--- src/ascii_line_to_fixed_point_top_defines.svh ---
// ----------------------------------------------------------------------------
// ASCII line to fixed point: assertion macros
// Shared assertion forms, clocked on clk and held off during rst.
// ----------------------------------------------------------------------------
`ifndef ASCII_LINE_TO_FIXED_POINT_TOP_DEFINES_SVH
`define ASCII_LINE_TO_FIXED_POINT_TOP_DEFINES_SVH

// The consequent must hold in the same cycle as the antecedent.
`define ALP_ASSERT_NOW(label, ante, cons, msg) \
  label: assert property (@(posedge clk) disable iff (rst) (ante) |-> (cons)) \
    else $error(msg);

// The consequent must hold in the cycle after the antecedent.
`define ALP_ASSERT_NEXT(label, ante, cons, msg) \
  label: assert property (@(posedge clk) disable iff (rst) (ante) |=> (cons)) \
    else $error(msg);

`endif

--- src/alp_pkg.sv ---
// ----------------------------------------------------------------------------
// ASCII line to fixed point: shared package
// Character codes, widths, limits, state encodings and the command and
// status groups that pass between the controller and the datapath.
// ----------------------------------------------------------------------------
package alp_pkg;

  localparam int MANT_W      = 64;
  localparam int SCALE_W     = 10;
  localparam int EXP_W       = 10;
  localparam int EXP_PROD_W  = 14;
  localparam int E_W         = 12;
  localparam int CNT_W       = 11;
  localparam int CHUNK_W     = 16;
  localparam int CHUNKS      = 5;
  localparam int WORK_W      = CHUNK_W * CHUNKS;
  localparam int CHUNK_IDX_W = 3;
  localparam int REM_W       = 4;
  localparam int CUR_W       = REM_W + CHUNK_W;
  localparam int PROD_W      = 2 * CUR_W;
  localparam int RECIP_SHIFT = 23;
  localparam int OUT_W       = 32;

  localparam logic [7:0] TERM_RESET = 8'd10;
  localparam logic [7:0] CH_MINUS   = 8'h2D;
  localparam logic [7:0] CH_PLUS    = 8'h2B;
  localparam logic [7:0] CH_DOT     = 8'h2E;
  localparam logic [7:0] CH_ZERO    = 8'h30;
  localparam logic [7:0] CH_NINE    = 8'h39;
  localparam logic [7:0] CH_E_LO    = 8'h65;
  localparam logic [7:0] CH_E_UP    = 8'h45;

  localparam logic signed [SCALE_W-1:0] SCALE_MAX = 10'sd511;
  localparam logic signed [SCALE_W-1:0] SCALE_MIN = -10'sd511;
  localparam logic [EXP_W-1:0]          EXP_CAP   = 10'd999;

  localparam logic [MANT_W-1:0] Q_INT_LIMIT = 64'd32768;
  localparam logic [MANT_W-1:0] POS_LIMIT   = 64'h0000_0000_7FFF_FFFF;
  localparam logic [MANT_W-1:0] NEG_LIMIT   = 64'h0000_0000_8000_0000;

  // Reciprocal of ten, exact for quotients of 20-bit dividends.
  localparam logic [CUR_W-1:0] RECIP_TEN = 20'hCCCCD;

  typedef enum logic [7:0] {
    PH_START      = 8'b0000_0001,
    PH_ZEROS      = 8'b0000_0010,
    PH_INT        = 8'b0000_0100,
    PH_DOT        = 8'b0000_1000,
    PH_FRAC       = 8'b0001_0000,
    PH_EXP_SIGN   = 8'b0010_0000,
    PH_EXP_DIGITS = 8'b0100_0000,
    PH_DONE       = 8'b1000_0000
  } phase_t;

  typedef enum logic [2:0] {
    S_IDLE   = 3'b001,
    S_RUN    = 3'b010,
    S_FINISH = 3'b100
  } ctrl_state_t;

  typedef struct packed {
    logic take_byte;
    logic conv_start;
    logic conv_step;
    logic load_out;
    logic clear_line;
  } ctrl_cmd_t;

  typedef struct packed {
    logic is_term;
    logic conv_done;
    logic out_free;
  } ctrl_status_t;

  typedef struct packed {
    logic                      is_negative;
    logic [MANT_W-1:0]         mantissa;
    logic signed [SCALE_W-1:0] scale;
    logic [EXP_W-1:0]          exp_mag;
    logic                      exp_neg;
  } parse_state_t;

endpackage

--- src/alp_ctrl.sv ---
// ----------------------------------------------------------------------------
// ASCII line to fixed point: controller
// Takes bytes while idle, runs the conversion on a terminator and hands the
// result to the output register once it is free.
// ----------------------------------------------------------------------------
module alp_ctrl (
  input  logic                 clk,
  input  logic                 rst,
  input  logic                 in_valid,
  output logic                 in_stall,
  input  alp_pkg::ctrl_status_t status,
  output alp_pkg::ctrl_cmd_t    cmd
);
  import alp_pkg::*;

  ctrl_state_t state;
  ctrl_state_t state_next;
  logic        accept;

  assign in_stall = (state != S_IDLE);
  assign accept   = in_valid && (state == S_IDLE);

  always_comb begin
    state_next     = state;
    cmd            = '0;
    cmd.take_byte  = accept && !status.is_term;
    cmd.conv_start = accept && status.is_term;
    unique case (state)
      S_IDLE: begin
        if (cmd.conv_start) begin
          state_next = S_RUN;
        end
      end
      S_RUN: begin
        if (status.conv_done) begin
          state_next = S_FINISH;
        end else begin
          cmd.conv_step = 1'b1;
        end
      end
      S_FINISH: begin
        if (status.out_free) begin
          cmd.load_out   = 1'b1;
          cmd.clear_line = 1'b1;
          state_next     = S_IDLE;
        end
      end
      default: state_next = S_IDLE;
    endcase
  end

  always_ff @(posedge clk) begin
    if (rst) begin
      state <= S_IDLE;
    end else begin
      state <= state_next;
    end
  end

endmodule

--- config.mk ---
export PLATFORM = sky130hd
export DESIGN_NAME = alp_ctrl
export DESIGN_NICKNAME = d
export VERILOG_FILES = /design/src/ascii_line_to_fixed_point_top_defines.svh /design/src/alp_pkg.sv /design/src/alp_ctrl.sv
export SDC_FILE = /design/constraint.sdc
export NUM_CORES = 1
export LEC_CHECK = 0
export BUFFER_PORTS_ARGS = -buffer_cell sky130_fd_sc_hd__buf_2
export CAP_MARGIN = 0
export CORE_AREA = 2 2 39 41
export CTS_CLUSTER_SIZE = 30
export DETAILED_ROUTE_END_ITERATION = 16
export DIE_AREA = 0 0 41 43
export GPL_ROUTABILITY_DRIVEN = 0
export SKIP_LAST_GASP = 1
export SYNTH_ARGS = -nofsm -noshare
export SYNTH_HDL_FRONTEND = slang
export SYNTH_SLANG_ARGS = --single-unit
--- constraint.sdc ---
create_clock -name clk -period 1.4 [get_ports clk]
set_clock_uncertainty 0.2 [all_clocks]
set_input_delay 0.14 -clock clk [delete_from_list [all_inputs] [get_ports clk]]
set_output_delay 0.14 -clock clk [all_outputs]
set_load 0.01 [all_outputs]
==> results.md, run 1 <==
- HP Class: input pin to register
- Antenna fix cells: 0
- Die W: 41 um
- Post-synthesis register bit count: 3
- Cells after DPL: 45
- Mapped Avg Cell Area: 9.18 um2
- CP startpoint kind: register
- 1st-iter DRT viols: 1
- Vias in the first global route: 182
- Routed wire length: 434 um
- Worst path bufs/invs: 1
- Yosys cell types: 16
- Fill cells: 149
- Clock network fraction of design power: 50.8%
- Area growth, synth to finish: 102%
- Initial Util: 11.9%
- DR WL/cell: 8.35 um
- Largest net degree at the start of global routing: 6
- Pins Over Slew Limit: 0
- Synth Warn #: 0
- I/O Buffers: 11
- Reg2reg start: state[1]
- Final setup viols: 2
- Comb pwr share: 17.7%
- Hold EP: state[2]
- Hold WS: 0.0136 ns
- Worst path arrival time: 1.09 ns
- Slew margin rel.: 84.6%
- R2R depth: 3
- Worst-Skew Late Latency: 0.23 ns
- NumNets Final: 43
- Antenna violations before repair: 0
- CP endpoint kind: primary output
- Placed Area: 246 um2
- Fin util: 24.1%
- Setup slack, reg-to-reg: 0.10 ns
- Number of buffers created by CTS: 3
- Grt ovf: 0
- Pint: 227 uW
- Switch share: 21.9%
- WHS Path Cells: 3
- RSZ-0062 raised after global routing: true
- Max-cap violations: 0
- Share of cells above drive strength 1: 69.4%
- Period Utilization, post-route: 102%
- Seq/Total Area, Yosys: 36.4%
- Hold Violations, Final: 0
- HPWL after DPL: 328 um
- I/O pin cnt: 12
- Maximum VDD drop: 0.370 mV
- Mapped Nets: 24
- Die Ht: 43 um
- Most common cell after layout, fill and taps aside: buf_2
- Htree depth: 1
- Final Cell Area: 333 um2
- Final ANT Viol Nets: 0
- CTS sink cnt: 3
- Reg with most FFs: state
- CTS tree: built
- Actual slew at the worst max-slew pin: 0.228 ns
- Register area: 66.3 um2
- Crit-path slowest cell: dfxtp_2
- Family with the most delay on the worst path: simple AND/OR/NAND/NOR gates
- Crit-path max FO: 5
- Final instance count without filler cells: 52
- Most frequent cells in the layout: buf_2 (9), clkbuf_4 (3), buf_4 (3)
- Worst path max stage delay: 0.34 ns
- Rows: 14
- R2r endpoint: state[0]
- Hold path start: status[1]
- Setup CP Type: register to primary output
- Switching power total: 63.9 uW
- Post-Syn Area: 165 um2
- Status: complete, but fails checks
- Biggest regs: state (3)
- Critical path required time: 1.06 ns
- Vias: 197
- Total track usage: 6.12%
- Final setup margin: -0.0339 ns
- Global-route wire length before repair: 634 um
- Fmax achieved: 0.697 GHz
- Max reg flops: 3
- Die Area: 1760 um2
- CTS clk-pin slew, worst paths: 0.03 ns
- Crit path time final: 1.43 ns
- Core Area: 1380 um2
- Clock Root Buffer: clkbuf_4
- Failing checks: setup timing
- Leakage power: 0.159 nW
- Remaining DRCs: 0
- Pre-antenna DRT Iters: 2
- Pwr per Cell Area: 875 nW/um2
- Post-DR vias/cell: 3.79
- Post-synthesis cell count: 18
- Cell-by-cell trace of the critical path: nor3b_4, and3_4, buf_6
- Sequential group share of total power: 31.5%
- Worst-case clock buffer depth: 2
- Multi-input gate area: 116 um2
==> cell families after synthesis <==
| family | count (synthesis) | synth area share (%) |
|---|---|---|
| buffers and inverters | 2 | 6.82 |
| AOI/OAI and AO/OA | 4 | 18.2 |
| DFF | 3 | 36.4 |
| and+or+nand+nor | 9 | 38.6 |
==> synthesized netlist by cell type <==
library cell  number  area share (%)
a21oi_1            1             3.0
nand3b_1           1             4.5
or3b_1             1             5.3
nand2_1            1             2.3
buf_4              1             4.5
and3_1             1             3.8
inv_1              1             2.3
nor2_1             1             2.3
nor3_1             1             3.0
nand2b_1           1             3.8
dfxtp_1            3              36
o21bai_1           1             4.5
a211oi_1           1             4.5
o21ba_1            1             6.1
nor4bb_1           1             6.1
nor3b_2            1             7.6
==> stage by stage <==
stage | setup TNS, ns | setup WS [ns] | power (mW)
finish | -0.0397 | -0.0339 | 0.291
global route | -0.483 | -0.130 | 0.318
CTS | -0.204 | -0.0629 | 0.298
detailed placement | 0 | 0.106 | 0.127
global placement | 0 | 0.132 | 0.126
floorplan | 0 | 0.116 | 0.109
==> power by group through the flow <==
stage	Clock, mW	Sequential [mW]	Combinational, mW
4_1_cts	0.157	0.0919	0.0487
3_3_place_gp	0	0.0932	0.0330
5_1_grt	0.168	0.0921	0.0580
6_report	0.148	0.0918	0.0515
3_5_place_dp	0	0.0932	0.0335
2_1_floorplan	0	0.0930	0.0157
==> worst register-to-register path: cells and delay by family, from the launching register on <==
family | cells | cell delay (ns)
AO/OA/AOI/OAI | 2 | 0.23
flip-flops | 1 | 0.35
AND/OR/NAND/NOR | 1 | 0.40
==> timing repair <==
item	CTS	global route
hold buffers	1	0
resized for setup	7	3
setup buffers	2	0
setup endpoints to repair	3	6
endpoints found under the hold margin	3	0
pin swaps	3	3
==> worst max-delay path by stage <==
stage                   from  cells after the start        to
floorplan           state[0]                      2    cmd[1]
CTS                 state[1]                      3    cmd[3]
global route        state[0]                      4    cmd[4]
detailed placement  state[2]                      3  state[0]
global placement    state[0]                      3    cmd[3]
finish              state[2]                      3    cmd[3]
==> area by class of cell <==
class                      count  area share [%]
tap                           16            6.02
inverter                       1            1.13
timing repair buffer          15            30.1
multi-input combinational     13            35.0
clock buffer                   4            7.89
sequential                     3            19.9
==> layer usage <==
metal	track usage, %	part of all wire, %	vias up
met5	0	0	-
met1	4.17	39	87
met4	6.00	0	0
met3	6.28	9.7	0
li1	-	-	102
met2	8.44	51	8
No activity file was read; power rests on OpenSTA's default activity.
==> run 2, diff against run 1 <==
Settings changed: ABC_AREA from default to 1.
==> run 2 against run 1 <==
Effect of this change:
- the run ends with hold timing, setup timing left
- die area did not move
- setup slack worse by 0.0040 ns
- area after synthesis grew 20%
- routed wire length increased by 25%
- register-to-register slack lost 0.05 ns
- sequential power is 6.8% higher
- combinational power up 75%
- critical path type unchanged
- largest cell class unchanged
- highest routed layer unchanged
==> results.md, run 2 <==
- Max-cap violations: 0 (unchanged)
- Rows: 14 (unchanged)
- Htree depth: 1 (unchanged)
- Maximum VDD drop: 0.420 mV (was 0.370 mV)
- Routed wire length: 542 um (was 434 um)
- CTS clk-pin slew, worst paths: 0.04 ns (was 0.03 ns)
- Post-Syn Area: 198 um2 (was 165 um2)
- Post-synthesis register bit count: 3 (unchanged)
- Worst-Skew Late Latency: 0.23 ns (about the same)
- CTS sink cnt: 3 (unchanged)
- Comb pwr share: 27.0% (was 17.7%)
- Mapped Nets: 37 (was 24)
- Period Utilization, post-route: 103% (was 102%)
- Reg with most FFs: state (unchanged)
- Setup TNS: -0.0756 ns (was -0.0397 ns)
- Post-synth top area share: 30.4% (was 36.4%)
- Cell-by-cell trace of the critical path: buf_6, nor4_4, buf_2 (was nor3b_4, and3_4, buf_6)
- Critical path required time: 1.06 ns (about the same)
- Final ANT Viol Nets: 0 (unchanged)
- Switching power total: 89.6 uW (was 63.9 uW)
- Final setup margin: -0.0379 ns (was -0.0339 ns)
- Register area: 63.8 um2 (was 66.3 um2)
- Main combinational cell family by area after synthesis: simple AND/OR/NAND/NOR gates (unchanged)
- Multiplexer share of the synthesized area: 0% (unchanged)
- Largest cells by area after synthesis: dfxtp_1 (30%), inv_1 (17%), nand3_1 (10%) (was dfxtp_1 (36%), nor3b_2 (7.6%), nor4bb_1 (6.1%))
- Crit-path slowest cell: dfxtp_2 (unchanged)
- Switch share: 26.9% (was 21.9%)
- Hold Violations, Final: 1 (was 0)
- CTS tree: built (unchanged)
- CP startpoint kind: register (unchanged)
- Commonest cells in the netlist: inv_1 (9), nand3_1 (4), dfxtp_1 (3), nand2_1 (3), nor2_1 (3)
- Final Total Pwr: 334 uW (was 291 uW)
- Vias: 269 (was 197)
- Cells after DPL: 59 (was 45)
- Async S/R FF share, synth: 0% (unchanged)
- Yosys cell types: 12 (was 16)
- Synth area leader: dfxtp_1 (unchanged)
- Synth Area in Compound Gates: 9.49% (was 18.2%)
- Antenna violations before repair: 0 (unchanged)
- Die Ht: 43 um (unchanged)
- Post-synthesis cell count: 31 (was 18)
- Mapped Avg Cell Area: 6.38 um2 (was 9.18 um2)
- Pre-antenna DRT Iters: 2 (unchanged)
- Number of buffers created by CTS: 3 (unchanged)
- Pwr per Cell Area: 847 nW/um2 (was 875 nW/um2)
- Remaining DRCs: 0 (unchanged)
- Die W: 41 um (unchanged)
- I/O pin cnt: 12 (unchanged)
- Total track usage: 7.33% (was 6.12%)
- Multi-input gate area: 129 um2 (was 116 um2)
- Seq/Total Area, Yosys: 30.4% (was 36.4%)
- Crit path time final: 1.44 ns (was 1.43 ns)
- Actual slew at the worst max-slew pin: 0.193 ns (was 0.228 ns)
- Post-DR vias/cell: 3.90 (was 3.79)
- Antenna fix cells: 0 (unchanged)
- Pint: 244 uW (was 227 uW)
- Worst path arrival time: 1.10 ns (was 1.09 ns)
- Post-Synth Simple-Gate Area: 39.2% (was 38.6%)
- WHS Path Cells: 3 (unchanged)
- DR WL/cell: 7.86 um (was 8.35 um)
- Most common cell in the netlist: inv_1 (was dfxtp_1)
- Die Area: 1760 um2 (unchanged)
- Synth Area in XOR/XNOR: 0% (unchanged)
- Area growth, synth to finish: 99.4% (was 102%)
- Vias in the first global route: 244 (was 182)
- Failing checks: hold timing, setup timing (was setup timing)
- HP Class: input pin to register (unchanged)
- Most common cell after layout, fill and taps aside: buf_2 (unchanged)
- Setup CP Type: register to primary output (unchanged)
- Status: complete, but fails checks (unchanged)
- Global-route wire length before repair: 848 um (was 634 um)
- CTS Hold Bufs: 1 (unchanged)
- Slew margin rel.: 87.0% (was 84.6%)
- Fill cells: 160 (was 149)
- Post-Synth Adder-Cell Area: 0% (unchanged)
- Top FF cell, synth: dfxtp_1 (unchanged)
- Clock network fraction of design power: 43.7% (was 50.8%)
- Leakage power: 0.218 nW (was 0.159 nW)
- CP endpoint kind: primary output (unchanged)
- Largest net degree at the start of global routing: 6 (unchanged)
- Worst-case clock buffer depth: 2 (unchanged)
- Hold WS: -0.000274 ns (was 0.0136 ns)
- Final instance count without filler cells: 69 (was 52)
- Clock Root Buffer: clkbuf_4 (unchanged)
- 1st-iter DRT viols: 2 (was 1)
- Sequential group share of total power: 29.4% (was 31.5%)
- I/O Buffers: 11 (unchanged)
- R2R depth: 8 (was 3)
- Number of synthesized flops with an enable pin: 0 (unchanged)
- Core Area: 1380 um2 (unchanged)
- Biggest regs: state (3) (unchanged)
- Worst path max stage delay: 0.32 ns (was 0.34 ns)
- RSZ-0062 raised after global routing: true (unchanged)
- Grt ovf: 0 (unchanged)
- Synth Warn #: 0 (unchanged)
- Final setup viols: 2 (unchanged)
- Fin util: 28.5% (was 24.1%)
- Fmax achieved: 0.695 GHz (was 0.697 GHz)
- Max reg flops: 3 (unchanged)
- Initial Util: 14.3% (was 11.9%)
- Share of cells above drive strength 1: 62.3% (was 69.4%)
- Crit-path max FO: 4 (was 5)
- NumNets Final: 60 (was 43)
- HPWL after DPL: 397 um (was 328 um)
- Pins Over Slew Limit: 0 (unchanged)
- Most frequent cells in the layout: buf_2 (11), inv_1 (7), buf_4 (6) (was buf_2 (9), clkbuf_4 (3), buf_4 (3))
==> run 2: power groups by stage <==
stage               sequential, mW  combinational (mW)  clock, mW
floorplan                   0.0977              0.0335          0
global placement            0.0956              0.0602          0
detailed placement          0.0956              0.0616          0
CTS                         0.0971              0.0834      0.152
global route                0.0986              0.0989      0.163
finish                      0.0980              0.0900      0.146
==> run 2: cell type report <==
class	count	share of cell area, %
tap	16	5.08
multi-input combinational	18	32.7
sequential	3	16.2
timing repair buffer	19	30.8
inverter	9	8.57
clock buffer	4	6.67
==> run 2: repair_timing <==
item / 4_1_cts / 5_1_grt
pin swaps: 1 / 1
setup endpoints to repair: 5 / 6
buffers inserted: 4 / 1
hold endpoints to repair: 3 / 1
resized for setup: 8 / 3
==> run 2: cells by family after synthesis <==
group,count (synthesis)
buffers and inverters,10
AOI/OAI and AO/OA,3
DFF,3
and+or+nand+nor,15
==> run 2: layer usage <==
metal,wire length [um],vias up,GRT usage (%)
met1,205,120,6.43
met4,0,0,4.00
met3,37,0,4.71
met5,0,-,0
met2,299,8,11.9
li1,-,141,-
==> run 2: per-stage QoR <==
step	setup WS [ns]	cell area, um2
global route	-0.140	394
finish	-0.0379	394
CTS	-0.0538	380
detailed placement	0.119	287
global placement	0.134	287
floorplan	0.0770	204
==> run 2: worst max-delay path, delay by kind of cell (launching register included) <==
kind,cells,cell delay [ns]
DFF,1,0.32
and+or+nand+nor,1,0.26
buffers and inverters,2,0.29
==> run 2: worst paths after layout <==
kind                    to  slack, ns      from
hold reg to reg   state[1]       0.41  state[0]
hold / removal    state[1]    -0.0003  in_valid
setup / recovery    cmd[1]      -0.04  state[0]
setup reg to reg  state[0]       0.05  state[0]
==> run 3, diff against run 2 <==
Settings changed: BUFFER_PORTS_ARGS -buffer_cell sky130_fd_sc_hd__buf_2 to default, DONT_BUFFER_PORTS from default to 1.
==> run 3 against run 2 <==
Effect of this change:
- the run ends with hold timing left
- global-route usage decreased by 0.82 points
- setup slack improved by 0.049 ns
- fmax increased by 3.5%
- final area decreased by 13%
- core utilization decreased by 3.8 points
- combinational power decreased by 14%
- cell count decreased by 14%
- sequential share of layout area increased by 2.1 points
- sequential cell count unchanged
- die area unchanged
- via count decreased by 14%
- register-to-register slack improved by 0.06 ns
- critical endpoint unchanged
==> results.md, run 3 (synthesis gave the netlist of run 2 again) <==
- CP endpoint kind: primary output (unchanged)
- Worst-case clock buffer depth: 2 (unchanged)
- Antenna violations before repair: 0 (unchanged)
- Number of buffers created by CTS: 3 (unchanged)
- Final Total Pwr: 326 uW (was 334 uW)
- Largest net degree at the start of global routing: 6 (unchanged)
- CTS clk-pin slew, worst paths: 0.04 ns (about the same)
- I/O pin cnt: 12 (unchanged)
- R2r endpoint: state[0] (unchanged)
- Fin util: 24.7% (was 28.5%)
- Most frequent cells in the layout: inv_1 (6), buf_4 (5) (was buf_2 (11), inv_1 (7), buf_4 (6))
- WHS Path Cells: 2 (was 3)
- CTS Hold Bufs: 3 (was 1)
- Maximum VDD drop: 0.200 mV (was 0.420 mV)
- HP Class: input pin to register (unchanged)
- Cell-by-cell trace of the critical path: buf_6, nor4_2, buf_4 (was buf_6, nor4_4, buf_2)
- 1st-iter DRT viols: 5 (was 2)
- Placed Area: 254 um2 (was 287 um2)
- Area growth, synth to finish: 72.8% (was 99.4%)
- Total track usage: 6.51% (was 7.33%)
- Htree depth: 1 (unchanged)
- HPWL after DPL: 371 um (was 397 um)
- Worst path bufs/invs: 2 (unchanged)
- RSZ-0062 raised after global routing: true (unchanged)
- Final ANT Viol Nets: 0 (unchanged)
- Biggest regs: state (3) (unchanged)
- Failing checks: hold timing (was hold timing, setup timing)
- Die Area: 1760 um2 (unchanged)
- CTS tree: built (unchanged)
- Crit-path slowest cell: dfxtp_2 (unchanged)
- Most common cell after layout, fill and taps aside: inv_1 (was buf_2)
- Vias: 230 (was 269)
- Final setup viols: 0 (was 2)
- Die Ht: 43 um (unchanged)
- Max reg flops: 3 (unchanged)
- Slew margin rel.: 84.4% (was 87.0%)
- Share of cells above drive strength 1: 48.8% (was 62.3%)
- R2R depth: 7 (was 8)
- Critical path required time: 1.06 ns (about the same)
- Reg with most FFs: state (unchanged)
- Fill cells: 147 (was 160)
- Grt ovf: 0 (unchanged)
- Crit-path max FO: 4 (unchanged)
- Worst path max stage delay: 0.32 ns (about the same)
- Actual slew at the worst max-slew pin: 0.234 ns (was 0.193 ns)
- Worst path arrival time: 1.05 ns (was 1.10 ns)
- Hold WS: -0.0849 ns (was -0.000274 ns)
- Fmax achieved: 0.720 GHz (was 0.695 GHz)
- Rows: 14 (unchanged)
- Leakage power: 0.169 nW (was 0.218 nW)
- Period Utilization, post-route: 99.2% (was 103%)
- Pwr per Cell Area: 954 nW/um2 (was 847 nW/um2)
- Status: complete, but fails checks (unchanged)
- Family with the most delay on the worst path: flip-flops (unchanged)
- Remaining DRCs: 0 (unchanged)
- Core Area: 1380 um2 (unchanged)
- Die W: 41 um (unchanged)
- Pre-antenna DRT Iters: 4 (was 2)
- Hold Violations, Final: 2 (was 1)
- Crit path time final: 1.39 ns (was 1.44 ns)
- CTS sink cnt: 3 (unchanged)
- Hold path start: in_valid (unchanged)
- Global-route wire length before repair: 676 um (was 848 um)
- Antenna fix cells: 0 (unchanged)
- CP startpoint kind: register (unchanged)
- Setup slack, reg-to-reg: 0.11 ns (was 0.05 ns)
- I/O Buffers: 0 (was 11)
- Initial Util: 14.3% (unchanged)
- Max-cap violations: 0 (unchanged)
- NumNets Final: 50 (was 60)
- Routed wire length: 526 um (was 542 um)
- Post-DR vias/cell: 3.90 (about the same)
- Pins Over Slew Limit: 0 (unchanged)
- Final Cell Area: 342 um2 (was 394 um2)
- DR WL/cell: 8.92 um (was 7.86 um)
- Clock Root Buffer: clkbuf_4 (unchanged)
- Vias in the first global route: 192 (was 244)
- Reg2reg start: state[2] (was state[0])
- Setup CP Type: register to primary output (unchanged)
- Worst-Skew Late Latency: 0.23 ns (about the same)
- Hold EP: state[1] (unchanged)
[run 3: cell types whose count changed in the layout (fill, tap and decap cells not counted)]
cell | before | now
buf_2 | 11 | 0
buf_4 | 6 | 5
dfxtp_1 | 0 | 1
dfxtp_2 | 3 | 2
dlygate4sd3_1 | 1 | 3
inv_1 | 7 | 6
inv_2 | 2 | 3
nor4_2 | 0 | 1
nor4_4 | 1 | 0
[run 3: area by class of cell]
type                    instances  area (um2)  share of cell area [%]
inverters                       9        33.8                    9.89
flip-flops and latches          3        62.6                    18.3
well taps                      16        20.0                    5.86
repair buffers                  9        78.8                    23.1
multi-input cells              18         120                    35.2
clock buffers                   4        26.3                    7.69
[run 3: how the worst max path moves through the flow]
stage / start / endpoint / slack, ns / cells past startpoint
global placement: state[2] / cmd[4] / 0.12 / 6
finish: state[0] / cmd[1] / 0.01 / 3
global route: state[2] / cmd[4] / -0.07 / 6
floorplan: state[0] / cmd[4] / 0.08 / 4
CTS: state[2] / cmd[4] / -0.02 / 6
detailed placement: state[2] / cmd[4] / 0.10 / 6
[run 3: metal layers]
metal  global-route usage, %  vias to the layer above  part of all wire [%]
li1                        -                      119                     -
met1                    5.11                      103                    43
met2                    8.75                        8                    51
met3                    4.71                        0                   6.7
met4                    8.00                        0                     0
met5                       0                        -                     0
[run 3: what timing repair did]
action	4_1_cts	5_1_grt
endpoints found under the hold margin	3	2
resized for setup	8	2
pin swaps	2	1
gates cloned	0	0
setup endpoints to repair	5	4
setup buffers	1	0
[run 3: power breakdown]
group          leakage [nW]  internal [mW]  switching [mW]
logic                 0.129         0.0388          0.0388
registers            0.0247         0.0913         0.00519
clock network        0.0150          0.107          0.0450
[run 3: worst reg2reg max path: stages, from the launching register on]
cell and delay (ns):
dfxtp_2 0.31, buf_4 0.14, nor2_1 0.12, nand3_2 0.10, nand2_1 0.10, nor3_1 0.05
nor2_1 0.09, nand2_1 0.06
[run 3: per-stage QoR]
step,TNS (ns),instances,worst slack (ns)
after detailed placement,0,51,0.105
after floorplan,0,31,0.0770
after global routing,-0.159,59,-0.0660
final,0,59,0.0108
after CTS,-0.0455,59,-0.0235
after global placement,0,51,0.123
