===== config.mk =====
export PLATFORM = sky130hd
export DESIGN_NAME = alp_parser
export DESIGN_NICKNAME = d
export VERILOG_FILES = /design/src/ascii_line_to_fixed_point_top_defines.svh /design/src/alp_pkg.sv /design/src/alp_parser.sv
export SDC_FILE = /design/constraint.sdc
export NUM_CORES = 1
export LEC_CHECK = 0
export ABC_AREA = 1
export BUFFER_PORTS_ARGS = -buffer_cell sky130_fd_sc_hd__buf_2
export CAP_MARGIN = 10
export CORE_MARGIN = 5
export CORE_UTILIZATION = 65
export CTS_CLUSTER_SIZE = 24
export DETAILED_ROUTE_END_ITERATION = 8
export PLACE_DENSITY = 0.88
export SKIP_LAST_GASP = 1
export SYNTH_ARGS = -nofsm -noshare
export SYNTH_HDL_FRONTEND = slang
export SYNTH_SLANG_ARGS = --single-unit

===== constraint.sdc =====
create_clock -name clk -period 5.8 [get_ports clk]
set_clock_uncertainty 0.2 [all_clocks]
set_input_delay 0 -clock clk [delete_from_list [all_inputs] [get_ports clk]]
set_output_delay 0 -clock clk [all_outputs]
set_load 0.02 [all_outputs]

===== src/ascii_line_to_fixed_point_top_defines.svh =====
// ----------------------------------------------------------------------------
// ASCII line to fixed point: assertion macros
// Shared assertion forms, clocked on clk and held off during rst.
// ----------------------------------------------------------------------------
`ifndef ASCII_LINE_TO_FIXED_POINT_TOP_DEFINES_SVH
`define ASCII_LINE_TO_FIXED_POINT_TOP_DEFINES_SVH

// The consequent must hold in the same cycle as the antecedent.
`define ALP_ASSERT_NOW(label, ante, cons, msg) \
  label: assert property (@(posedge clk) disable iff (rst) (ante) |-> (cons)) \
    else $error(msg);

// The consequent must hold in the cycle after the antecedent.
`define ALP_ASSERT_NEXT(label, ante, cons, msg) \
  label: assert property (@(posedge clk) disable iff (rst) (ante) |=> (cons)) \
    else $error(msg);

`endif


===== src/alp_pkg.sv =====
// ----------------------------------------------------------------------------
// ASCII line to fixed point: shared package
// Character codes, widths, limits, state encodings and the command and
// status groups that pass between the controller and the datapath.
// ----------------------------------------------------------------------------
package alp_pkg;

  localparam int MANT_W      = 64;
  localparam int SCALE_W     = 10;
  localparam int EXP_W       = 10;
  localparam int EXP_PROD_W  = 14;
  localparam int E_W         = 12;
  localparam int CNT_W       = 11;
  localparam int CHUNK_W     = 16;
  localparam int CHUNKS      = 5;
  localparam int WORK_W      = CHUNK_W * CHUNKS;
  localparam int CHUNK_IDX_W = 3;
  localparam int REM_W       = 4;
  localparam int CUR_W       = REM_W + CHUNK_W;
  localparam int PROD_W      = 2 * CUR_W;
  localparam int RECIP_SHIFT = 23;
  localparam int OUT_W       = 32;

  localparam logic [7:0] TERM_RESET = 8'd10;
  localparam logic [7:0] CH_MINUS   = 8'h2D;
  localparam logic [7:0] CH_PLUS    = 8'h2B;
  localparam logic [7:0] CH_DOT     = 8'h2E;
  localparam logic [7:0] CH_ZERO    = 8'h30;
  localparam logic [7:0] CH_NINE    = 8'h39;
  localparam logic [7:0] CH_E_LO    = 8'h65;
  localparam logic [7:0] CH_E_UP    = 8'h45;

  localparam logic signed [SCALE_W-1:0] SCALE_MAX = 10'sd511;
  localparam logic signed [SCALE_W-1:0] SCALE_MIN = -10'sd511;
  localparam logic [EXP_W-1:0]          EXP_CAP   = 10'd999;

  localparam logic [MANT_W-1:0] Q_INT_LIMIT = 64'd32768;
  localparam logic [MANT_W-1:0] POS_LIMIT   = 64'h0000_0000_7FFF_FFFF;
  localparam logic [MANT_W-1:0] NEG_LIMIT   = 64'h0000_0000_8000_0000;

  // Reciprocal of ten, exact for quotients of 20-bit dividends.
  localparam logic [CUR_W-1:0] RECIP_TEN = 20'hCCCCD;

  typedef enum logic [7:0] {
    PH_START      = 8'b0000_0001,
    PH_ZEROS      = 8'b0000_0010,
    PH_INT        = 8'b0000_0100,
    PH_DOT        = 8'b0000_1000,
    PH_FRAC       = 8'b0001_0000,
    PH_EXP_SIGN   = 8'b0010_0000,
    PH_EXP_DIGITS = 8'b0100_0000,
    PH_DONE       = 8'b1000_0000
  } phase_t;

  typedef enum logic [2:0] {
    S_IDLE   = 3'b001,
    S_RUN    = 3'b010,
    S_FINISH = 3'b100
  } ctrl_state_t;

  typedef struct packed {
    logic take_byte;
    logic conv_start;
    logic conv_step;
    logic load_out;
    logic clear_line;
  } ctrl_cmd_t;

  typedef struct packed {
    logic is_term;
    logic conv_done;
    logic out_free;
  } ctrl_status_t;

  typedef struct packed {
    logic                      is_negative;
    logic [MANT_W-1:0]         mantissa;
    logic signed [SCALE_W-1:0] scale;
    logic [EXP_W-1:0]          exp_mag;
    logic                      exp_neg;
  } parse_state_t;

endpackage


===== src/alp_parser.sv =====
// ----------------------------------------------------------------------------
// ASCII line to fixed point: byte parser
// Holds the terminator register and the per-line parse state, and folds one
// byte into it per command.
// ----------------------------------------------------------------------------
module alp_parser #(
  parameter int LINE_MAX        = 64,
  parameter int MAX_MANT_DIGITS = 19
) (
  input  logic                  clk,
  input  logic                  rst,
  input  logic                  cfg_wr_en,
  input  logic [7:0]            cfg_wr_data,
  input  logic [7:0]            rx_byte,
  input  alp_pkg::ctrl_cmd_t    cmd,
  output logic                  is_term,
  output alp_pkg::parse_state_t pstate
);
  import alp_pkg::*;

  localparam int LEN_W = $clog2(LINE_MAX);
  localparam int DIG_W = $clog2(MAX_MANT_DIGITS + 1);
  localparam logic [LEN_W-1:0] LEN_LAST = LEN_W'(LINE_MAX - 1);
  localparam logic [DIG_W-1:0] DIG_MAX  = DIG_W'(MAX_MANT_DIGITS);

  logic [7:0]                line_terminator;
  phase_t                    phase;
  logic                      is_negative;
  logic [MANT_W-1:0]         mantissa;
  logic [DIG_W-1:0]          mant_digits;
  logic signed [SCALE_W-1:0] scale;
  logic [EXP_W-1:0]          exp_mag;
  logic                      exp_neg;
  logic [LEN_W-1:0]          line_length;

  phase_t                    phase_next;
  logic                      is_negative_next;
  logic [MANT_W-1:0]         mantissa_next;
  logic [DIG_W-1:0]          mant_digits_next;
  logic signed [SCALE_W-1:0] scale_next;
  logic [EXP_W-1:0]          exp_mag_next;
  logic                      exp_neg_next;

  logic                  is_digit;
  logic                  is_exp_mark;
  logic [3:0]            digit;
  logic                  do_int;
  logic                  do_frac;
  logic                  do_exp;
  logic [MANT_W-1:0]     mant_x10;
  logic [EXP_PROD_W-1:0] exp_x10;
  logic                  clear_now;

  assign is_term     = (rx_byte == line_terminator);
  assign is_digit    = (rx_byte >= CH_ZERO) && (rx_byte <= CH_NINE);
  assign is_exp_mark = (rx_byte == CH_E_LO) || (rx_byte == CH_E_UP);
  assign digit       = rx_byte[3:0];
  assign mant_x10    = (mantissa << 3) + (mantissa << 1) + MANT_W'(digit);
  assign exp_x10     = (EXP_PROD_W'(exp_mag) << 3) + (EXP_PROD_W'(exp_mag) << 1)
                       + EXP_PROD_W'(digit);
  assign clear_now   = cmd.clear_line || (cmd.take_byte && (line_length >= LEN_LAST));

  always_comb begin
    phase_next       = phase;
    is_negative_next = is_negative;
    exp_neg_next     = exp_neg;
    do_int           = 1'b0;
    do_frac          = 1'b0;
    do_exp           = 1'b0;
    unique case (phase)
      PH_START, PH_ZEROS: begin
        priority if (rx_byte == CH_MINUS && phase == PH_START) begin
          is_negative_next = 1'b1;
          phase_next       = PH_ZEROS;
        end else if (rx_byte == CH_ZERO) begin
          phase_next = PH_ZEROS;
        end else if (is_digit) begin
          do_int     = 1'b1;
          phase_next = PH_INT;
        end else if (rx_byte == CH_DOT) begin
          phase_next = PH_DOT;
        end else if (is_exp_mark) begin
          phase_next = PH_EXP_SIGN;
        end else begin
          phase_next = PH_DONE;
        end
      end
      PH_INT: begin
        priority if (is_digit) begin
          do_int = 1'b1;
        end else if (rx_byte == CH_DOT) begin
          phase_next = PH_DOT;
        end else if (is_exp_mark) begin
          phase_next = PH_EXP_SIGN;
        end else begin
          phase_next = PH_DONE;
        end
      end
      PH_DOT, PH_FRAC: begin
        priority if (is_digit) begin
          do_frac    = 1'b1;
          phase_next = PH_FRAC;
        end else if (phase == PH_FRAC && is_exp_mark) begin
          phase_next = PH_EXP_SIGN;
        end else begin
          phase_next = PH_DONE;
        end
      end
      PH_EXP_SIGN: begin
        priority if (rx_byte == CH_PLUS) begin
          phase_next = PH_EXP_DIGITS;
        end else if (rx_byte == CH_MINUS) begin
          exp_neg_next = 1'b1;
          phase_next   = PH_EXP_DIGITS;
        end else if (is_digit) begin
          do_exp     = 1'b1;
          phase_next = PH_EXP_DIGITS;
        end else begin
          phase_next = PH_DONE;
        end
      end
      PH_EXP_DIGITS: begin
        if (is_digit) begin
          do_exp = 1'b1;
        end else begin
          phase_next = PH_DONE;
        end
      end
      default: phase_next = PH_DONE;
    endcase
  end

  always_comb begin
    mantissa_next    = mantissa;
    mant_digits_next = mant_digits;
    scale_next       = scale;
    exp_mag_next     = exp_mag;
    if (do_int) begin
      if (mant_digits < DIG_MAX) begin
        mantissa_next    = mant_x10;
        mant_digits_next = mant_digits + DIG_W'(1);
      end else if (scale < SCALE_MAX) begin
        scale_next = scale + SCALE_W'(1);
      end
    end
    if (do_frac) begin
      if (mantissa == '0 && digit == 4'd0) begin
        if (scale > SCALE_MIN) begin
          scale_next = scale - SCALE_W'(1);
        end
      end else if (mant_digits < DIG_MAX) begin
        mantissa_next    = mant_x10;
        mant_digits_next = mant_digits + DIG_W'(1);
        if (scale > SCALE_MIN) begin
          scale_next = scale - SCALE_W'(1);
        end
      end
    end
    if (do_exp) begin
      if (exp_x10 > EXP_PROD_W'(EXP_CAP)) begin
        exp_mag_next = EXP_CAP;
      end else begin
        exp_mag_next = exp_x10[EXP_W-1:0];
      end
    end
  end

  always_ff @(posedge clk) begin
    if (rst) begin
      line_terminator <= TERM_RESET;
    end else if (cfg_wr_en) begin
      line_terminator <= cfg_wr_data;
    end
  end

  always_ff @(posedge clk) begin
    if (rst || clear_now) begin
      phase       <= PH_START;
      is_negative <= 1'b0;
      mantissa    <= '0;
      mant_digits <= '0;
      scale       <= '0;
      exp_mag     <= '0;
      exp_neg     <= 1'b0;
      line_length <= '0;
    end else if (cmd.take_byte) begin
      phase       <= phase_next;
      is_negative <= is_negative_next;
      mantissa    <= mantissa_next;
      mant_digits <= mant_digits_next;
      scale       <= scale_next;
      exp_mag     <= exp_mag_next;
      exp_neg     <= exp_neg_next;
      line_length <= line_length + LEN_W'(1);
    end
  end

  assign pstate.is_negative = is_negative;
  assign pstate.mantissa    = mantissa;
  assign pstate.scale       = scale;
  assign pstate.exp_mag     = exp_mag;
  assign pstate.exp_neg     = exp_neg;

endmodule


==> impl_metrics.json, run 1 <==
{
  "status": "complete, no violations",
  "pre_cts_ws_ps": 2489,
  "die_w_um": 142.5,
  "yosysTopAreaCellShare_pct": 19.84,
  "worst_slack_ps": 2190,
  "place_congestion": 1.014,
  "tightest_slew_ps": 904.4,
  "cts_buffers": 17,
  "criticalPathCategory": "reg2reg",
  "grt_usage_pct": 35.55,
  "syn_nets": 1980,
  "synth-seq-cells": 113,
  "cts_buffer_depth": 2,
  "r2r_start": "exp_mag[0]",
  "critical_path.top_delay_family": "adder cells",
  "maxCapViolCount": 0,
  "initial_core_util_pct": 66.16,
  "p_leak_nw": 6.438,
  "crit_fanout": 8,
  "numPortBuffers": 107,
  "critPathSlowestCell": "fa_1",
  "htree_num_levels": 4,
  "dpl-instance-area_um2": 12040,
  "grt_pass1_vias": 12070,
  "clk_pin_slew_ps": 60,
  "viasPerCell": 5.913,
  "fmax_mhz": 277.0,
  "synth_area_leaders": "dfxtp_1, ha_1, nand2_1",
  "r2r_end": "exp_mag[0]",
  "cp.depth": 13,
  "antenna_cells": 0,
  "coreArea_um2": 17240,
  "drive_gt1_share_pct": 9.724,
  "die-area_um2": 20290,
  "cp-start-kind": "flop",
  "vias": 12890,
  "critPathBufInv": 2,
  "dr.pass1.iters": 6,
  "final_cells": 2179,
  "holdCritPathClass": "in2reg",
  "hold_viol_final": 0,
  "rr_worst_depth": 13,
  "rows": 48,
  "p_total_mw": 2.023,
  "post-synth-top-count-cell": "nand2_1",
  "ant_nets": 0,
  "hpwl_um": 26210,
  "synth_edf_count": 0,
  "finalSetupViolations": 0,
  "cpPeakStageDelay_ps": 610,
  "grt_max_degree": 109,
  "holdWs_ps": 53.70,
  "ctsResizeCount": 0,
  "synthDistinctLibCells": 51,
  "powerDensity_nw_per_um2": 155.3,
  "antenna_found_initial": 0,
  "nets": 2115,
  "relSlewSlack_pct": 39.07,
  "area_growth_pct": 14.20,
  "clk_root_buffer_cell": "clkbuf_16",
  "drv_slew": 0,
  "synth_top_area_cell": "dfxtp_1",
  "die_h_um": 142.5,
  "fin_area_um2": 13020,
  "ys.flop_type": "dfxtp_1",
  "grt_overflow_total": 0,
  "required_ps": 5900,
  "synth-async-reset-ratio_pct": 0,
  "wire_per_inst_um": 16.64,
  "wirelength_um": 36270,
  "seq_area_frac_synth_pct": 19.84,
  "vdd_drop_max_v": 0.0002027,
  "endpoint": "exp_mag[0]",
  "startpoint": "exp_mag[0]",
  "yosys_warnings": 0,
  "syn_area_um2": 11400,
  "initialDrtViolationCount": 1266,
  "period_minus_slack_ps": 3610,
  "drc": 0,
  "tns_ps": 0,
  "grt_setup_unrepaired": "false",
  "tritoncts": "yes",
  "clkSinkCount": 113,
  "placed_cells": 2108,
  "syn_inst": 1806,
  "io_pins": 111,
  "crit_top_cell": "nand2_1",
  "worstPathCellList": "fa_1 -> inv_1 -> fa_1 -> o21ai_0 -> nand2_1 -> nand2_1 -> nand2_1 -> nand3_1 -> nand2_1 -> nor2_1 -> nand3_1 -> o21ai_0 -> inv_1",
  "reg2reg_slack_ps": 2190,
  "yosys-top-cells-count": "nand2_1, nor2_1, inv_1, ha_1, a21oi_1",
  "clock_latency_ps": 440,
  "final_util_pct": 75.55,
  "critPathArrivalTime_ps": 3710,
  "avgSynthCellArea_um2": 6.314,
  "fin_crit_sh_pct": 62.24,
  "grt_pass1_wl_um": 59080,
  "post-cts-setup-buffers": 0,
  "crit_path_end_kind": "flop"
}
## cells by family after synthesis
logic type      synth area share (%)
xor+xnor                       4.762
fa+ha+maj                      16.72
simple gates                   32.76
buf+inv                        8.953
flops                          19.84
compound gates                 16.96
## sequential cells by signal, summed over array words and instances, names as in the netlist
| signal | flops |
|---|---|
| exp_mag | 10 |
| exp_neg | 1 |
| is_negative | 1 |
| line_length | 6 |
| line_terminator | 8 |
| mant_digits | 5 |
| mantissa | 64 |
| phase | 8 |
| scale | 10 |
## layout make-up
class	count	area (um^2)
clock inverters	14	155.1
fillers	1407	4214
well taps	225	281.5
flip-flops and latches	113	2262
repair buffers	148	940.9
multi-input cells	1444	8120
clock buffers	18	439.2
inverters	217	823.3
## worst reg2reg max path: cells and delay by family (launching register included)
kind,cells,cell delay [ps]
buffers and inverters,2,240
AOI/OAI and AO/OA,2,740
adders and majority gates,2,1080
DFF,1,380
and+or+nand+nor,7,860
## layer usage
metal,GRT usage [%],vias to the layer above,share of wire [%]
met4,16.56,0,4.8
met2,56.01,676,44
met3,6.653,161,9.4
li1,-,6268,-
met1,47.10,5780,42
met5,0,-,0
## power by group
| part | switching (mW) | total, mW | internal, mW | leakage (nW) |
|---|---|---|---|---|
| clock | 0.442 | 1.09 | 0.649 | 0.287 |
| combinational | 0.0839 | 0.138 | 0.0542 | 5.24 |
| sequential | 0.00935 | 0.794 | 0.785 | 0.913 |
| total | 0.535 | 2.02 | 1.49 | 6.44 |
## layout by cell type (no fill, tap or decap), types with 4 or more instances in the layout
cell | Yosys | layout
xor2_1 | 16 | 16
nor4_1 | 10 | 10
dlygate4sd3_1 | 0 | 39
fa_1 | 4 | 4
clkbuf_16 | 0 | 17
dfxtp_1 | 113 | 113
a31oi_1 | 4 | 4
o21ai_0 | 133 | 133
a21o_1 | 7 | 7
nor2_1 | 283 | 283
a21oi_1 | 145 | 145
nand4_1 | 29 | 29
inv_1 | 210 | 209
nor2_2 | 5 | 5
inv_2 | 4 | 4
nor3_1 | 24 | 24
nand3_1 | 114 | 114
or2_2 | 6 | 6
xnor2_1 | 46 | 46
nand2_1 | 378 | 378
nand3b_1 | 7 | 7
o21ai_1 | 23 | 23
o211ai_1 | 5 | 5
ha_1 | 146 | 146
clkinv_4 | 0 | 5
buf_2 | 5 | 107
o21bai_1 | 12 | 12
a21oi_2 | 18 | 18
## worst min path at each step
stage	startpoint	to	slack, ps	cells past startpoint
finish	rx_byte[1]	exp_mag[1]	50	5
global route	rx_byte[1]	exp_mag[1]	70	5
floorplan	cfg_wr_data[1]	line_terminator[1]	-70	2
global placement	cfg_wr_data[1]	line_terminator[1]	10	3
detailed placement	cfg_wr_data[1]	line_terminator[1]	20	3
CTS	rx_byte[1]	exp_mag[1]	9	5
## what timing repair did
item / in CTS / in global routing
hold buffers: 39 / 0
setup endpoints to repair: 0 / 0
endpoints found under the hold margin: 30 / 0
Power figures use the tool's default switching activity.
==> run 2, diff against run 1 <==
--- a/config.mk
+++ b/config.mk
@@ -9,10 +9,10 @@
 export BUFFER_PORTS_ARGS = -buffer_cell sky130_fd_sc_hd__buf_2
 export CAP_MARGIN = 10
 export CORE_MARGIN = 5
-export CORE_UTILIZATION = 65
+export CORE_UTILIZATION = 62
 export CTS_CLUSTER_SIZE = 24
 export DETAILED_ROUTE_END_ITERATION = 8
-export PLACE_DENSITY = 0.88
+export PLACE_DENSITY = 0.85
 export SKIP_LAST_GASP = 1
 export SYNTH_ARGS = -nofsm -noshare
 export SYNTH_HDL_FRONTEND = slang
==> constraint.sdc (replaced) <==
create_clock -name clk -period 3.5 [get_ports clk]
set_clock_uncertainty 0.2 [all_clocks]
set_input_delay 0 -clock clk [delete_from_list [all_inputs] [get_ports clk]]
set_output_delay 0 -clock clk [all_outputs]
set_load 0.02 [all_outputs]
==> run 2 against run 1 <==
Net effect: core utilization down 2.9 points; register-to-register slack worse by 2000 ps; sequential power up 66%; clock-buffer cell count unchanged; routed wire length up 1.7%; non-clock buffer count up 3; sequential share of layout area down 0.091 points; first-iteration DRC count down 6.7%; cell area up 0.53%; combinational power up 67%; critical path depth up 6; largest cell class unchanged.
==> impl_metrics.json, run 2 (synthesis gave the netlist of run 1 again) <==
{
  "criticalPathCategory": "in2reg",
  "initial_core_util_pct": 63.27,
  "cts_buffers": 17,
  "clock_latency_ps": 440,
  "rr_worst_depth": 17,
  "powerDensity_nw_per_um2": 266.2,
  "hold_viol_final": 0,
  "seq_area_um2": 2262,
  "cp-start-kind": "input port",
  "wire_per_inst_um": 16.88,
  "dr.pass1.iters": 6,
  "grt_pass1_wl_um": 59570,
  "wirelength_um": 36890,
  "final_util_pct": 72.63,
  "grt_use_met1_pct": 44.94,
  "relSlewSlack_pct": 50.25,
  "tritoncts": "yes",
  "clkSinkCount": 113,
  "coreArea_um2": 18020,
  "worst_slack_ps": 210.1,
  "place_congestion": 1.068,
  "io_pins": 111,
  "p_leak_nw": 6.484,
  "rows": 49,
  "holdCritPathClass": "in2reg",
  "reg_top3": "mantissa: 64 flops, exp_mag: 10 flops, scale: 10 flops",
  "grt_util_met3_pct": 6.789,
  "numPortBuffers": 107,
  "clk_root_buffer_cell": "clkbuf_16",
  "regMostFlops": "mantissa",
  "required_ps": 3660,
  "r2r_end": "mantissa[56]",
  "status": "complete, no violations",
  "drv_slew": 0,
  "tns_ps": 0,
  "initialDrtViolationCount": 1181,
  "use_met2_pct": 54.36,
  "grt_setup_unrepaired": "false",
  "maxCapViolCount": 0,
  "startpoint": "rx_byte[3]",
  "vias": 12840,
  "vdd_drop_max_v": 0.0003332,
  "pre_cts_ws_ps": 177.1,
  "r2r_start": "mantissa[2]",
  "drc": 0,
  "crit_fanout": 7,
  "tightest_slew_ps": 746.2,
  "nets": 2118,
  "viasPerCell": 5.876,
  "grt_pass1_vias": 11890,
  "grt_overflow_total": 0,
  "cts_buffer_depth": 2,
  "htree_num_levels": 4,
  "clk_pin_slew_ps": 60,
  "crit_path_end_kind": "flop",
  "layout_common_cells": "nand2_1, nor2_1, inv_1",
  "period_minus_slack_ps": 3290,
  "fillCellCount": 1602,
  "endpoint": "mantissa[56]",
  "final_common_cell": "nand2_1",
  "die-area_um2": 21210,
  "antenna_found_initial": 0,
  "ant_nets": 0,
  "grt_max_degree": 109,
  "antenna_cells": 0,
  "grt_busiest_layer": "met2",
  "die_w_um": 145.6,
  "reg2reg_slack_ps": 240,
  "fmax_mhz": 304.0,
  "hpwl_um": 27810,
  "grt_usage_pct": 33.59,
  "finalSetupViolations": 0,
  "largest_reg_flops": 64,
  "post-cts-setup-buffers": 0,
  "fin_crit_sh_pct": 94.00,
  "area_growth_pct": 14.80,
  "drive_gt1_share_pct": 10.17,
  "die_h_um": 145.6,
  "multi_input_area_um2": 8130,
  "critPathArrivalTime_ps": 3450
}
==> run 2: cell types whose count changed in the layout (fill, tap and decap cells not counted), sizes merged <==
cell,change
dlygate4sd3,-3
buf,+6
clkinv,-2
inv,+3
bufinv,+1
clkinvlp,-2
==> run 2: what timing repair did <==
action	CTS	global route
gates resized for setup	0	5
hold buffers	36	0
hold endpoints to repair	32	0
setup endpoints to repair	0	7
==> run 2: per-layer routing <==
layer	wire [um]	vias up
li1	-	6280
met1	15830	5863
met2	16540	603
met3	3534	98
met4	990	0
met5	0	-
==> run 2: final cells by class <==
| type | instances | area share [%] |
|---|---|---|
| timing repair buffer | 151 | 7.302 |
| clock buffer | 18 | 3.355 |
| clock inverter | 14 | 1.481 |
| inverter | 217 | 6.289 |
| sequential | 113 | 17.28 |
| tap | 229 | 2.189 |
| multi-input combinational | 1444 | 62.10 |
==> run 2: metrics by stage <==
stage / area (um^2) / total power [mW] / hold WS [ps] / instances
finish: 13090 / 3.484 / 3.467 / 2186
CTS: 13080 / 3.462 / 2.976 / 2186
global route: 13090 / 3.569 / 26.19 / 2186
global placement: 12090 / 1.528 / 16.03 / 2118
floorplan: 11400 / 1.470 / -73.68 / 1806
detailed placement: 12090 / 1.533 / 21.56 / 2118
==> run 2: worst min-delay path by stage <==
stage | slack (ps) | start | cells after the start | to
detailed placement | 20 | cfg_wr_data[1] | 3 | line_terminator[1]
CTS | 3 | rx_byte[1] | 5 | exp_mag[1]
floorplan | -70 | cfg_wr_data[1] | 2 | line_terminator[1]
global placement | 20 | cfg_wr_data[1] | 3 | line_terminator[1]
finish | 3 | rx_byte[2] | 5 | is_negative
global route | 30 | rx_byte[2] | 5 | is_negative
==> run 2: critical path, stage by stage <==
cell and delay, ps:
dlygate4sd3_1 540, buf_2 230, inv_1 140, fa_1 550
inv_1 70, fa_1 470, nand3_1 90, nand2_1 120
nand2_1 80, nand2_1 120, nand3_1 110, nand2_2 130
nand3_1 100, nand2_1 160, nand2_2 170, nand2_1 80
nand2_1 90, nand2_1 60, a21oi_1 130
==> run 2: power by group <==
group | switching [mW] | internal, mW | total [mW]
clock | 0.774 | 1.16 | 1.94
sequential | 0.0157 | 1.30 | 1.32
combinational | 0.141 | 0.0902 | 0.231
total | 0.931 | 2.55 | 3.48
==> run 3, diff against run 2 <==
--- a/config.mk
+++ b/config.mk
@@ -6,13 +6,14 @@
 export NUM_CORES = 1
 export LEC_CHECK = 0
 export ABC_AREA = 1
-export BUFFER_PORTS_ARGS = -buffer_cell sky130_fd_sc_hd__buf_2
 export CAP_MARGIN = 10
 export CORE_MARGIN = 5
-export CORE_UTILIZATION = 62
+export CORE_UTILIZATION = 65
 export CTS_CLUSTER_SIZE = 24
 export DETAILED_ROUTE_END_ITERATION = 8
-export PLACE_DENSITY = 0.85
+export DONT_BUFFER_PORTS = 1
+export HOLD_SLACK_MARGIN = 0.12
+export PLACE_DENSITY = 0.83
 export SKIP_LAST_GASP = 1
 export SYNTH_ARGS = -nofsm -noshare
 export SYNTH_HDL_FRONTEND = slang
==> run 3 against run 2 <==
Net effect: hold slack improved by 180 ps; sequential share of layout area rose by 0.29 points; setup slack worse by 130 ps; cell area is 1.6% lower; routed wire length down 0.17%; cell count shrank 3.4%; combinational power fell by 3%; register-to-register slack got worse by 80 ps; highest routed layer unchanged; global-route usage grew 2.3 points.
==> impl_metrics.json, run 3 (synthesis gave the netlist of run 1 again) <==
{
  "layout_common_cells": "nand2_1, nor2_1, inv_1",
  "grt_overflow_total": 0,
  "numPortBuffers": 0,
  "cts_buffer_depth": 2,
  "viasPerCell": 5.921,
  "p_leak_nw": 6.103,
  "grt_setup_unrepaired": "true",
  "ant_nets": 0,
  "finalSetupViolations": 0,
  "reg_top3": "mantissa: 64 flops, exp_mag: 10 flops, scale: 10 flops",
  "vdd_drop_max_v": 0.0003470,
  "met2_wirelength_um": 16380,
  "fmax_mhz": 292.0,
  "top_layer_used": "met4",
  "wire_per_inst_um": 17.44,
  "cts_buffers": 17,
  "final_common_cell": "nand2_1",
  "fin_crit_sh_pct": 97.85,
  "nets": 2050,
  "grt_pass1_vias": 12100,
  "powerDensity_nw_per_um2": 262.0,
  "antenna_cells": 0,
  "die-area_um2": 20290,
  "coreArea_um2": 17240,
  "grt_max_degree": 109,
  "status": "complete, no violations",
  "cp-start-kind": "input port",
  "tightest_slew_ps": 1162,
  "place_congestion": 1.041,
  "regMostFlops": "mantissa",
  "area_growth_pct": 12.93,
  "dpl-instance-area_um2": 11760,
  "crit_fanout": 108,
  "hpwl_um": 27440,
  "wirelength_um": 36830,
  "relSlewSlack_pct": 22.30,
  "hold_viol_final": 0,
  "holdCritPathClass": "in2reg",
  "clk_root_buffer_cell": "clkbuf_16",
  "htree_num_levels": 4,
  "clk_pin_slew_ps": 60,
  "tritoncts": "yes",
  "critPathArrivalTime_ps": 3540,
  "antenna_found_initial": 0,
  "largest_reg_flops": 64,
  "drive_gt1_share_pct": 6.041,
  "period_minus_slack_ps": 3425,
  "die_w_um": 142.5,
  "grt_usage_pct": 35.87,
  "drt-met1-wl_um": 15560,
  "io_pins": 111,
  "fin_area_um2": 12880,
  "dr.pass1.iters": 6,
  "holdWs_ps": 184.7,
  "clock_latency_ps": 440,
  "die_h_um": 142.5,
  "drc": 0,
  "initial_core_util_pct": 66.16,
  "vias": 12510,
  "clkSinkCount": 113,
  "wl_met3_um": 3234,
  "crit_path_end_kind": "flop",
  "maxCapViolCount": 0,
  "initialDrtViolationCount": 1107,
  "drv_slew": 0,
  "criticalPathCategory": "in2reg",
  "required_ps": 3610,
  "grt_pass1_wl_um": 59280,
  "p_total_mw": 3.374,
  "rows": 48
}
-- run 3: cell count changes in the layout (fill, tap and decap cells not counted), sizes merged --
cell	previous run	this run
inv	220	214
buf	115	35
dlygate4sd3	36	48
clkinvlp	0	2
clkinv	8	6
clkbuf	18	22
-- run 3: final cells by class --
cell class / count / area [um^2]
clock inverter: 8 / 131.4
inverter: 217 / 842.1
tap: 225 / 281.5
clock buffer: 22 / 464.2
sequential: 113 / 2262
fill: 1433 / 4359
timing repair buffer: 83 / 755.7
multi-input combinational: 1444 / 8140
-- run 3: final timing paths --
path	from	to	slack (ps)	cells after the start
worst min-delay path	rst	line_terminator[1]	180	3
worst max-delay path	rx_byte[5]	mantissa[60]	80	14
worst max register to register	mantissa[0]	mantissa[60]	160	15
worst min register to register	line_length[1]	line_length[1]	300	2
-- run 3: routing by layer --
metal / vias to the layer above / global-route usage, %
li1: 6122 / -
met1: 5657 / 46.11
met2: 596 / 58.06
met3: 131 / 7.426
met4: 0 / 15.91
met5: - / 0
-- run 3: timing repair --
action / CTS / global route
hold buffers: 48 / 0
setup endpoints to repair: 0 / 69
gates resized for setup: 0 / 7
buffers inserted: 0 / 0
endpoints found under the hold margin: 114 / 0
-- run 3: worst max-delay path, cell delays in order --
cell	delay, ps
dlygate4sd3_1	610
nand3_1	100
dlygate4sd3_1	600
nor2_2	100
dlygate4sd3_1	690
nand2_1	150
nand2_4	150
nand2_4	80
nand2_4	130
nand2_8	170
clkinv_16	300
nand2_1	120
nor2_1	230
nor2_1	70
-- run 3: report_power, final --
group	switching, mW	internal [mW]	leakage, nW	total [mW]
sequential	0.0193	1.30	0.913	1.32
combinational	0.137	0.0884	4.91	0.225
clock	0.677	1.15	0.282	1.83
-- run 3: stage by stage --
step / util [%] / setup slack, ps / instances / TNS, ps
floorplan: - / 562.0 / 1806 / 0
global placement: 68.24 / 319.5 / 2034 / 0
detailed placement: 68.24 / 279.1 / 2034 / 0
CTS: 74.48 / 25.93 / 2112 / 0
global route: 74.71 / -25.73 / 2112 / -25.73
finish: 74.71 / 75.38 / 2112 / 0
